[src/enfa_pkg.sv]
// ----------------------------------------------------------------------------
// enfa_pkg
// Shared constants, types and the control store of the lambda-NFA acceptor.
// ----------------------------------------------------------------------------
`default_nettype none

package enfa_pkg;

   localparam int NUM_STATES    = 16;
   localparam int NUM_SYMBOLS   = 27;
   localparam int LAMBDA_SYM    = NUM_SYMBOLS - 1;
   localparam int NUM_ROWS      = NUM_STATES * NUM_SYMBOLS;
   localparam int ROW_W         = $clog2(NUM_ROWS);
   localparam int STATE_W       = $clog2(NUM_STATES);
   localparam int SYM_W         = $clog2(NUM_SYMBOLS);

   localparam int MODE_W        = 2;
   localparam int FIELD_STATE_W = 4;
   localparam int FIELD_SYM_W   = 5;
   localparam int INIT_W        = 4;
   localparam int MASK_W        = 16;
   localparam int CSR_IDX_W     = 1;
   localparam int CSR_DATA_W    = 16;
   localparam int STEP_W        = 4;

   typedef logic [NUM_STATES-1:0] set_type;
   typedef logic [STEP_W-1:0]     step_type;

   typedef enum logic [MODE_W-1:0] {
      MODE_ADD    = 2'd0,
      MODE_START  = 2'd1,
      MODE_LETTER = 2'd2,
      MODE_END    = 2'd3
   } mode_type;

   typedef enum logic [CSR_IDX_W-1:0] {
      CSR_START_STATE = 1'b0,
      CSR_FINAL_MASK  = 1'b1
   } csr_idx_type;

   typedef enum logic [3:0] {
      OP_NONE     = 4'd0,
      OP_CLEAR    = 4'd1,
      OP_ADD_RD   = 4'd2,
      OP_ADD_WR   = 4'd3,
      OP_START    = 4'd4,
      OP_LET_INIT = 4'd5,
      OP_SCAN     = 4'd6,
      OP_TAKE_ACC = 4'd7,
      OP_GROW     = 4'd8,
      OP_EMIT     = 4'd9
   } dp_op_type;

   typedef enum logic [2:0] {
      COND_ALWAYS   = 3'd0,
      COND_DISPATCH = 3'd1,
      COND_CLR_MORE = 3'd2,
      COND_S_MORE   = 3'd3,
      COND_ADD_BAD  = 3'd4,
      COND_SYM_BAD  = 3'd5,
      COND_GREW     = 3'd6,
      COND_OUT_FREE = 3'd7
   } cond_type;

   localparam step_type ST_CLEAR    = 4'd0;
   localparam step_type ST_IDLE     = 4'd1;
   localparam step_type ST_ADD_RD   = 4'd2;
   localparam step_type ST_ADD_WR   = 4'd3;
   localparam step_type ST_START    = 4'd4;
   localparam step_type ST_LET      = 4'd5;
   localparam step_type ST_LET_SCAN = 4'd6;
   localparam step_type ST_LET_DRN  = 4'd7;
   localparam step_type ST_LET_DONE = 4'd8;
   localparam step_type ST_CL_SCAN  = 4'd9;
   localparam step_type ST_CL_DRN   = 4'd10;
   localparam step_type ST_CL_TEST  = 4'd11;
   localparam step_type ST_RET      = 4'd12;
   localparam step_type ST_EMIT     = 4'd13;

   typedef struct packed {
      dp_op_type op;
      cond_type  cond;
      step_type  target;
   } ctrl_word_type;

   typedef struct packed {
      logic clr_last;
      logic s_last;
      logic add_bad;
      logic sym_bad;
      logic grew;
      logic out_free;
   } dp_status_type;

   // Control store. A taken condition jumps to target, otherwise step + 1
   // (out_free holds the step instead; dispatch jumps to the entry step of the request's mode, or holds).
   function automatic ctrl_word_type ucode(input step_type step);
      ctrl_word_type w;
      case (step)
         ST_CLEAR:    w = '{op: OP_CLEAR,    cond: COND_CLR_MORE, target: ST_CLEAR};
         ST_IDLE:     w = '{op: OP_NONE,     cond: COND_DISPATCH, target: ST_IDLE};
         ST_ADD_RD:   w = '{op: OP_ADD_RD,   cond: COND_ADD_BAD,  target: ST_IDLE};
         ST_ADD_WR:   w = '{op: OP_ADD_WR,   cond: COND_ALWAYS,   target: ST_IDLE};
         ST_START:    w = '{op: OP_START,    cond: COND_ALWAYS,   target: ST_CL_SCAN};
         ST_LET:      w = '{op: OP_LET_INIT, cond: COND_SYM_BAD,  target: ST_IDLE};
         ST_LET_SCAN: w = '{op: OP_SCAN,     cond: COND_S_MORE,   target: ST_LET_SCAN};
         ST_LET_DRN:  w = '{op: OP_NONE,     cond: COND_ALWAYS,   target: ST_LET_DONE};
         ST_LET_DONE: w = '{op: OP_TAKE_ACC, cond: COND_ALWAYS,   target: ST_CL_SCAN};
         ST_CL_SCAN:  w = '{op: OP_SCAN,     cond: COND_S_MORE,   target: ST_CL_SCAN};
         ST_CL_DRN:   w = '{op: OP_NONE,     cond: COND_ALWAYS,   target: ST_CL_TEST};
         ST_CL_TEST:  w = '{op: OP_GROW,     cond: COND_GREW,     target: ST_CL_SCAN};
         ST_RET:      w = '{op: OP_NONE,     cond: COND_ALWAYS,   target: ST_IDLE};
         ST_EMIT:     w = '{op: OP_EMIT,     cond: COND_OUT_FREE, target: ST_IDLE};
         default:     w = '{op: OP_NONE,     cond: COND_ALWAYS,   target: ST_IDLE};
      endcase
      return w;
   endfunction

   function automatic logic [ROW_W-1:0] row_addr(input logic [STATE_W-1:0] s,
                                                 input logic [SYM_W-1:0]   sym);
      logic [ROW_W-1:0] base;
      base = ROW_W'(ROW_W'(s) * ROW_W'(NUM_SYMBOLS));
      return ROW_W'(base + ROW_W'(sym));
   endfunction

endpackage

`default_nettype wire

[src/enfa_seq.sv]
// ----------------------------------------------------------------------------
// enfa_seq
// Microcode sequencer: step counter, control store lookup, conditional jumps.
// ----------------------------------------------------------------------------
`default_nettype none

module enfa_seq (
   input  logic                          clock,
   input  logic                          reset,
   input  logic                          req_fire,
   input  logic [enfa_pkg::MODE_W-1:0]   req_mode,
   input  enfa_pkg::dp_status_type       status,
   output enfa_pkg::dp_op_type           op,
   output logic                          idle
);

   enfa_pkg::step_type      pc_ff, pc_in, pc_inc, dispatch;
   enfa_pkg::ctrl_word_type ctrl;
   logic                    taken;

   always_comb begin
      ctrl   = enfa_pkg::ucode(pc_ff);
      pc_inc = enfa_pkg::step_type'(pc_ff + 1'b1);

      case (enfa_pkg::mode_type'(req_mode))
         enfa_pkg::MODE_ADD:    dispatch = enfa_pkg::ST_ADD_RD;
         enfa_pkg::MODE_START:  dispatch = enfa_pkg::ST_START;
         enfa_pkg::MODE_LETTER: dispatch = enfa_pkg::ST_LET;
         enfa_pkg::MODE_END:    dispatch = enfa_pkg::ST_EMIT;
         default:               dispatch = enfa_pkg::ST_IDLE;
      endcase

      case (ctrl.cond)
         enfa_pkg::COND_CLR_MORE: taken = !status.clr_last;
         enfa_pkg::COND_S_MORE:   taken = !status.s_last;
         enfa_pkg::COND_ADD_BAD:  taken = status.add_bad;
         enfa_pkg::COND_SYM_BAD:  taken = status.sym_bad;
         enfa_pkg::COND_GREW:     taken = status.grew;
         default:                 taken = 1'b1;
      endcase

      case (ctrl.cond)
         enfa_pkg::COND_DISPATCH: pc_in = req_fire ? dispatch : pc_ff;
         enfa_pkg::COND_OUT_FREE: pc_in = status.out_free ? ctrl.target : pc_ff;
         default:                 pc_in = taken ? ctrl.target : pc_inc;
      endcase
   end

   always_ff @(posedge clock) begin
      if (reset) begin
         pc_ff <= enfa_pkg::ST_CLEAR;
      end else begin
         pc_ff <= pc_in;
      end
   end

   assign op   = ctrl.op;
   assign idle = pc_ff == enfa_pkg::ST_IDLE;

endmodule

`default_nettype wire

[config.mk]
export PLATFORM = sky130hd
export DESIGN_NAME = enfa_seq
export DESIGN_NICKNAME = d
export VERILOG_FILES = /design/src/enfa_pkg.sv /design/src/enfa_seq.sv
export SDC_FILE = /design/constraint.sdc
export NUM_CORES = 1
export LEC_CHECK = 0
export BUFFER_PORTS_ARGS = -buffer_cell sky130_fd_sc_hd__buf_2
export CORE_MARGIN = 1.5
export CORE_UTILIZATION = 50
export CTS_CLUSTER_SIZE = 40
export DETAILED_ROUTE_END_ITERATION = 8
export PLACE_DENSITY = 0.71
export SLEW_MARGIN = 20
export SYNTH_ARGS = -nofsm -noshare
export SYNTH_HDL_FRONTEND = slang
export SYNTH_SLANG_ARGS = --single-unit
[constraint.sdc]
create_clock -name clock -period 3.5 [get_ports clock]
set_input_delay 0.175 -clock clock [delete_from_list [all_inputs] [get_ports clock]]
set_output_delay 0.175 -clock clock [all_outputs]
set_load 0.01 [all_outputs]
# == Yosys cells after proc, flatten, opt, wreduce, memory -nomap -nowiden ==
# Memories as Yosys holds them, arrays and structs flattened. A register that Yosys moved wholly into a read port is not among the register bits.
# Index checks and enable logic that the tools add are counted.
# totals
mem_bits_ro,176
latchBits,0
memories,1
regBits,4
ram_bits,0
input_bits,11
word_cells,28
# op_classes
mux,8
n_eq_ne,13
order_cmp,0
addsub,1
shifts,0
n_reduce_logical,4
div,0
n_mul,0
bitwise,0
# mem_list
name,depth,width,rd,rd_ports_with_merged_regs,write_ports,line_no,text
(name not given),16,11,1,1,0,enfa_pkg.sv:99,case (step)
# op_table
op,count
$mux 4,5
$pmux 4 s4,1
$eq 3x3->1 const B,4
$pmux 4 s2,1
$eq 3x2->1 const B,2
$pmux 1 s5,1
$add 4x1->4 const B,1
$eq 2x2->1 const B,2
$eq 4x1->1 const B,1
$ne 2x2->1 const B,2
$eq 3x1->1 const B,1
$eq 2x1->1 const B,1
$logic_not 1->1,2
$logic_not 2->1,1
$reduce_and 2->1,1

# == Longest topological paths before layout ==
# logic_depth
ltp_word,6
mapped_depth,12

# == Worst setup path before layout ==
# OpenSTA, ideal clock, no wires.
# synth_timing
path_type,flip-flop to flip-flop
startpoint,"register, netlist name ctrl[4]"
endpoint,"register, netlist name ctrl[5]"
setup_time_ns,0.095
arrival_time_ns,2.648
stages_incl_launch_ff,12
slack_ns,0.756
t_required_ns,3.405
path_buffers,1
path_cell_list,dfxtp_1 > mux2_4 > and3b_1 > buf_6 > o21ba_2 > o311ai_1 > nor2_1 > inv_1 > ha_1 > inv_1 > mux2_1 > a221oi_1
# synth_between
elab_chain_cells,6
elab_cells_between_ends,15
# synth_rtl
element,line_no,text
$eq 3x3->1 or $eq 3x2->1 (tied branches),enfa_seq.sv:33,case (ctrl.cond)
$pmux 1 s5,enfa_seq.sv:33,
$mux 4,enfa_seq.sv:45,default: pc_in = taken ? ctrl.target : pc_inc;
$pmux 4 s2,enfa_seq.sv:42,case (ctrl.cond)
$mux 4 (no line) (*) (2 in a row),-,
# Mark *: on every way between the ends. The rest lies on a longest branch, timed or not.
# A chain may end at the register's enable or synchronous reset.

# == Worst setup path in the final report ==
# layout_timing
startpoint,"register, netlist name ctrl[4]"
endpoint,"register, netlist name ctrl[5]"
# layout_between
elab_chain_cells,6
elab_cells_between_ends,15
# layout_rtl
element,line_no
$eq 3x3->1 or $eq 3x2->1 (tied branches),enfa_seq.sv:33
$pmux 1 s5,enfa_seq.sv:33
$mux 4,enfa_seq.sv:45
$pmux 4 s2,enfa_seq.sv:42
$mux 4 (no line) (*) (2 in a row),-
# Marked as above.

==> results.md <==
* Max-Slew Margin vs Limit at roughly two thirds
* CP required at between 3 and 4 ns
* Fmax at between 300 and 400 MHz
* Setup repair after global routing missed its margin: no
* Number of buffers inserted during clock tree synthesis at 3
* Syn_nets at 150
* Netlist area before placement at roughly 0.0011 mm²
* Adder-cell share of the synthesized area at ~7.7%
* Type of the worst setup path: reg -> reg
* Final hold slack at roughly 0.25 ns
* Largest net degree at the start of global routing at 18
* Global-route usage over all layers at around 22%
* Horizontal die dimension at roughly 50 µm
* Starting utilization of the core area at 52.2%
* Worst-Skew Late Latency at 0.27 ns
* Post-detailed-route count of antenna-violating nets at 0
* Most prevalent standard cell on the critical path: inv_1
* Number of buffers on the longest clock path at 2
* P_leak at 0.503 nW
* Clk Tree Root Cell: clkbuf_4
* Fraction of layout cells with a size suffix above 1 at between 20% and 30%
* Final #Nets at about 160
* Quantity of gates resized following cts at 0
* Count of buffer and inverter cells on the critical path at 3
* FFs w/ async S/R, synth at 0%
* Maximum VDD drop at 0.000404 V
* First-pass GRT wire length at ~4300 µm
* Final Routed Wirelength at 2510 µm
* Dpl hpwl at roughly 1900 µm
* Final Util at 56.1%
* Inserted Diodes at 0
* Maximum fanout count along the critical path at 12
* TritonCTS clock tree: yes
* Number of antenna violations at the first check in global routing at 0
* Pre-CTS setup slack at ~0.60 ns
* Die Footprint at 0.00256 mm²
* Cts-stage hold buffer count at 0
* Final clock period utilization by the worst path at 84.4%
* Commonest non-fill, non-tap cells in the layout: dfxtp_1 (15), buf_2 (15), nand2_1 (9), nor2_1 (9), inv_1 (8)
* Number of warnings printed during yosys synthesis at 0
* Syn avg cell area at about 8.6 µm²
* Critical path data arrival time at around 3.1 ns
* Layout overhead on the synthesized area at 7.29%
* Post-CTS setup-driven buffer insertion count at 0
* Via count at ~1000
* Final-layout fill cell count at ~220
* Number of detailed-routing iterations run before antenna repair at 4
* Mux share of post-synthesis cell area at around 7.3%
* Unique masters post-synth at 49
* Largest stage delay, worst path at about 0.55 ns
* Sequential area share after synthesis at roughly a quarter
* Total Negative Setup Slacks at 0 ns
* Final non-filler cell total at approximately 170
* Largest delay contributor family on the critical path: compound AO/OA/AOI/OAI gates
* Slew at the pin closest to its max-slew limit at 0.512 ns
* Wirelength per Cell at 14.7 µm
* Placed Cells at roughly 170
* Worst clock skew on the final layout at 0.00241 ns
* Pwr Density at around 900 mW/mm²
* Maximum level of the CTS H-tree at 1
* Initial detailed-routing violation count at 31
* Total of endpoints with negative setup slack in the final report at 0
* Type of the most critical hold path: in -> reg
* Worst Setup Start Kind: register
* Clock transition at the registers of the reported paths at around 0.08 ns
* Worst path slowest cell: dfxtp_1
* Main combinational cell family by area after synthesis: simple AND/OR/NAND/NOR gates
* Number of cells produced by synthesis at roughly 130
* Floorplan core area at 0.00217 mm²
* Routed via count divided by cell count at ~6.0
* Via count of the first global-routing pass at ~940
* Placement Rows at 17
* # IOs at 16
* Final count of hold timing violations at 0
* Synth Area in Simple Gates at 24.8%
* Commonest register cell after synthesis: dfxtp_1
* Seq cells post-synth at 15
* Final critical delay including setup and external delays at around 3.0 ns
* Count of buffers from port buffering at 15
* Post-synthesis compound-gate area fraction at a little over a fifth
* CTS sink count at 15
* Number of pins with negative max-slew slack in the final report at 0
* Endpoint kind of the worst setup timing path: register
* Smallest setup slack after layout at 0.544 ns
* DRC violation count after routing at 0
* Number of enable flip-flop cells after synthesis at 0
* Parity-gate share of the synthesized area counting xor and xnor cells at 2.32%
* GPL Wtd Cong at ~0.94
* Global route overflow at 0
* Maxcap violations at 0
* Run status: completed
* Die Span Y at 50.6 µm
* Cell-by-cell trace of the critical path: mux2_4 -> and3b_1 -> o21ba_2 -> o311ai_1 -> buf_4 -> nor2_1 -> inv_1 -> ha_1 -> inv_1 -> mux2_1 -> a221oi_1
## Yosys cell counts, types with 4 or more instances
cell     number  area [µm²]
a21oi_1       4        20.0
buf_2         4        20.0
buf_4         4        30.0
dfxtp_1      15         300
ha_1          7        87.6
inv_1         8        30.0
nand2_1       9        33.8
nand3_1       4        20.0
nor2_1        9        33.8
nor3_1        4        20.0
## power by group
group	total (mW)	switching [mW]	internal, mW
clock	0.0929	0.0487	0.0442
combinational	0.679	0.370	0.309
sequential	0.303	0.0758	0.227
total	1.07	0.495	0.580
## cell type report
| type | instances | area [µm²] | share of cell area [%] |
|---|---|---|---|
| Clock buffer | 4 | 26.3 | 2.16 |
| Inverter | 8 | 30.0 | 2.47 |
| Multi-Input combinational cell | 98 | 727 | 59.8 |
| Sequential cell | 15 | 300 | 24.7 |
| Tap cell | 28 | 35.0 | 2.88 |
| Timing Repair Buffer | 18 | 97.6 | 8.02 |
## state kept, by name, summed over array words and instances (netlist names)
name   cells
ctrl      11
pc_ff      4
## path summary, 6_finish.rpt
check | from | to | slack (ns) | cells past startpoint
hold / removal | reset | pc_ff[2]$_SDFFE_PP0P_ | 0.25 | 2
hold reg to reg | pc_ff[1]$_SDFFE_PP0P_ | pc_ff[1]$_SDFFE_PP0P_ | 0.77 | 5
setup reg to reg | ctrl[4]$_DFF_P_ | ctrl[5]$_DFF_P_ | 0.54 | 11
setup / recovery | ctrl[4]$_DFF_P_ | ctrl[5]$_DFF_P_ | 0.54 | 11
## cells by family after synthesis
logic type / after synthesis
multiplexers: 7
AO/OA/AOI/OAI: 31
buffers and inverters: 19
AND/OR/NAND/NOR: 50
XOR/XNOR: 3
adder cells (fa/ha/maj): 7
flip-flops: 15
## stage by stage
| step | total power [mW] | area [µm²] |
|---|---|---|
| after detailed placement | 0.972 | 1190 |
| after global routing | 1.17 | 1220 |
| final | 1.07 | 1220 |
| after global placement | 0.948 | 1190 |
| after CTS | 1.07 | 1220 |
| after floorplan | 0.820 | 1130 |
## per-layer routing
layer | wire [µm] | track usage (%) | vias to the layer above
met3 | 81 | 1.79 | 4
met1 | 1090 | 26.6 | 488
met5 | 0 | 0 | -
met4 | 37 | 9.91 | 0
li1 | - | - | 507
met2 | 1300 | 39.0 | 23
(Power assumes the default switching activity.)
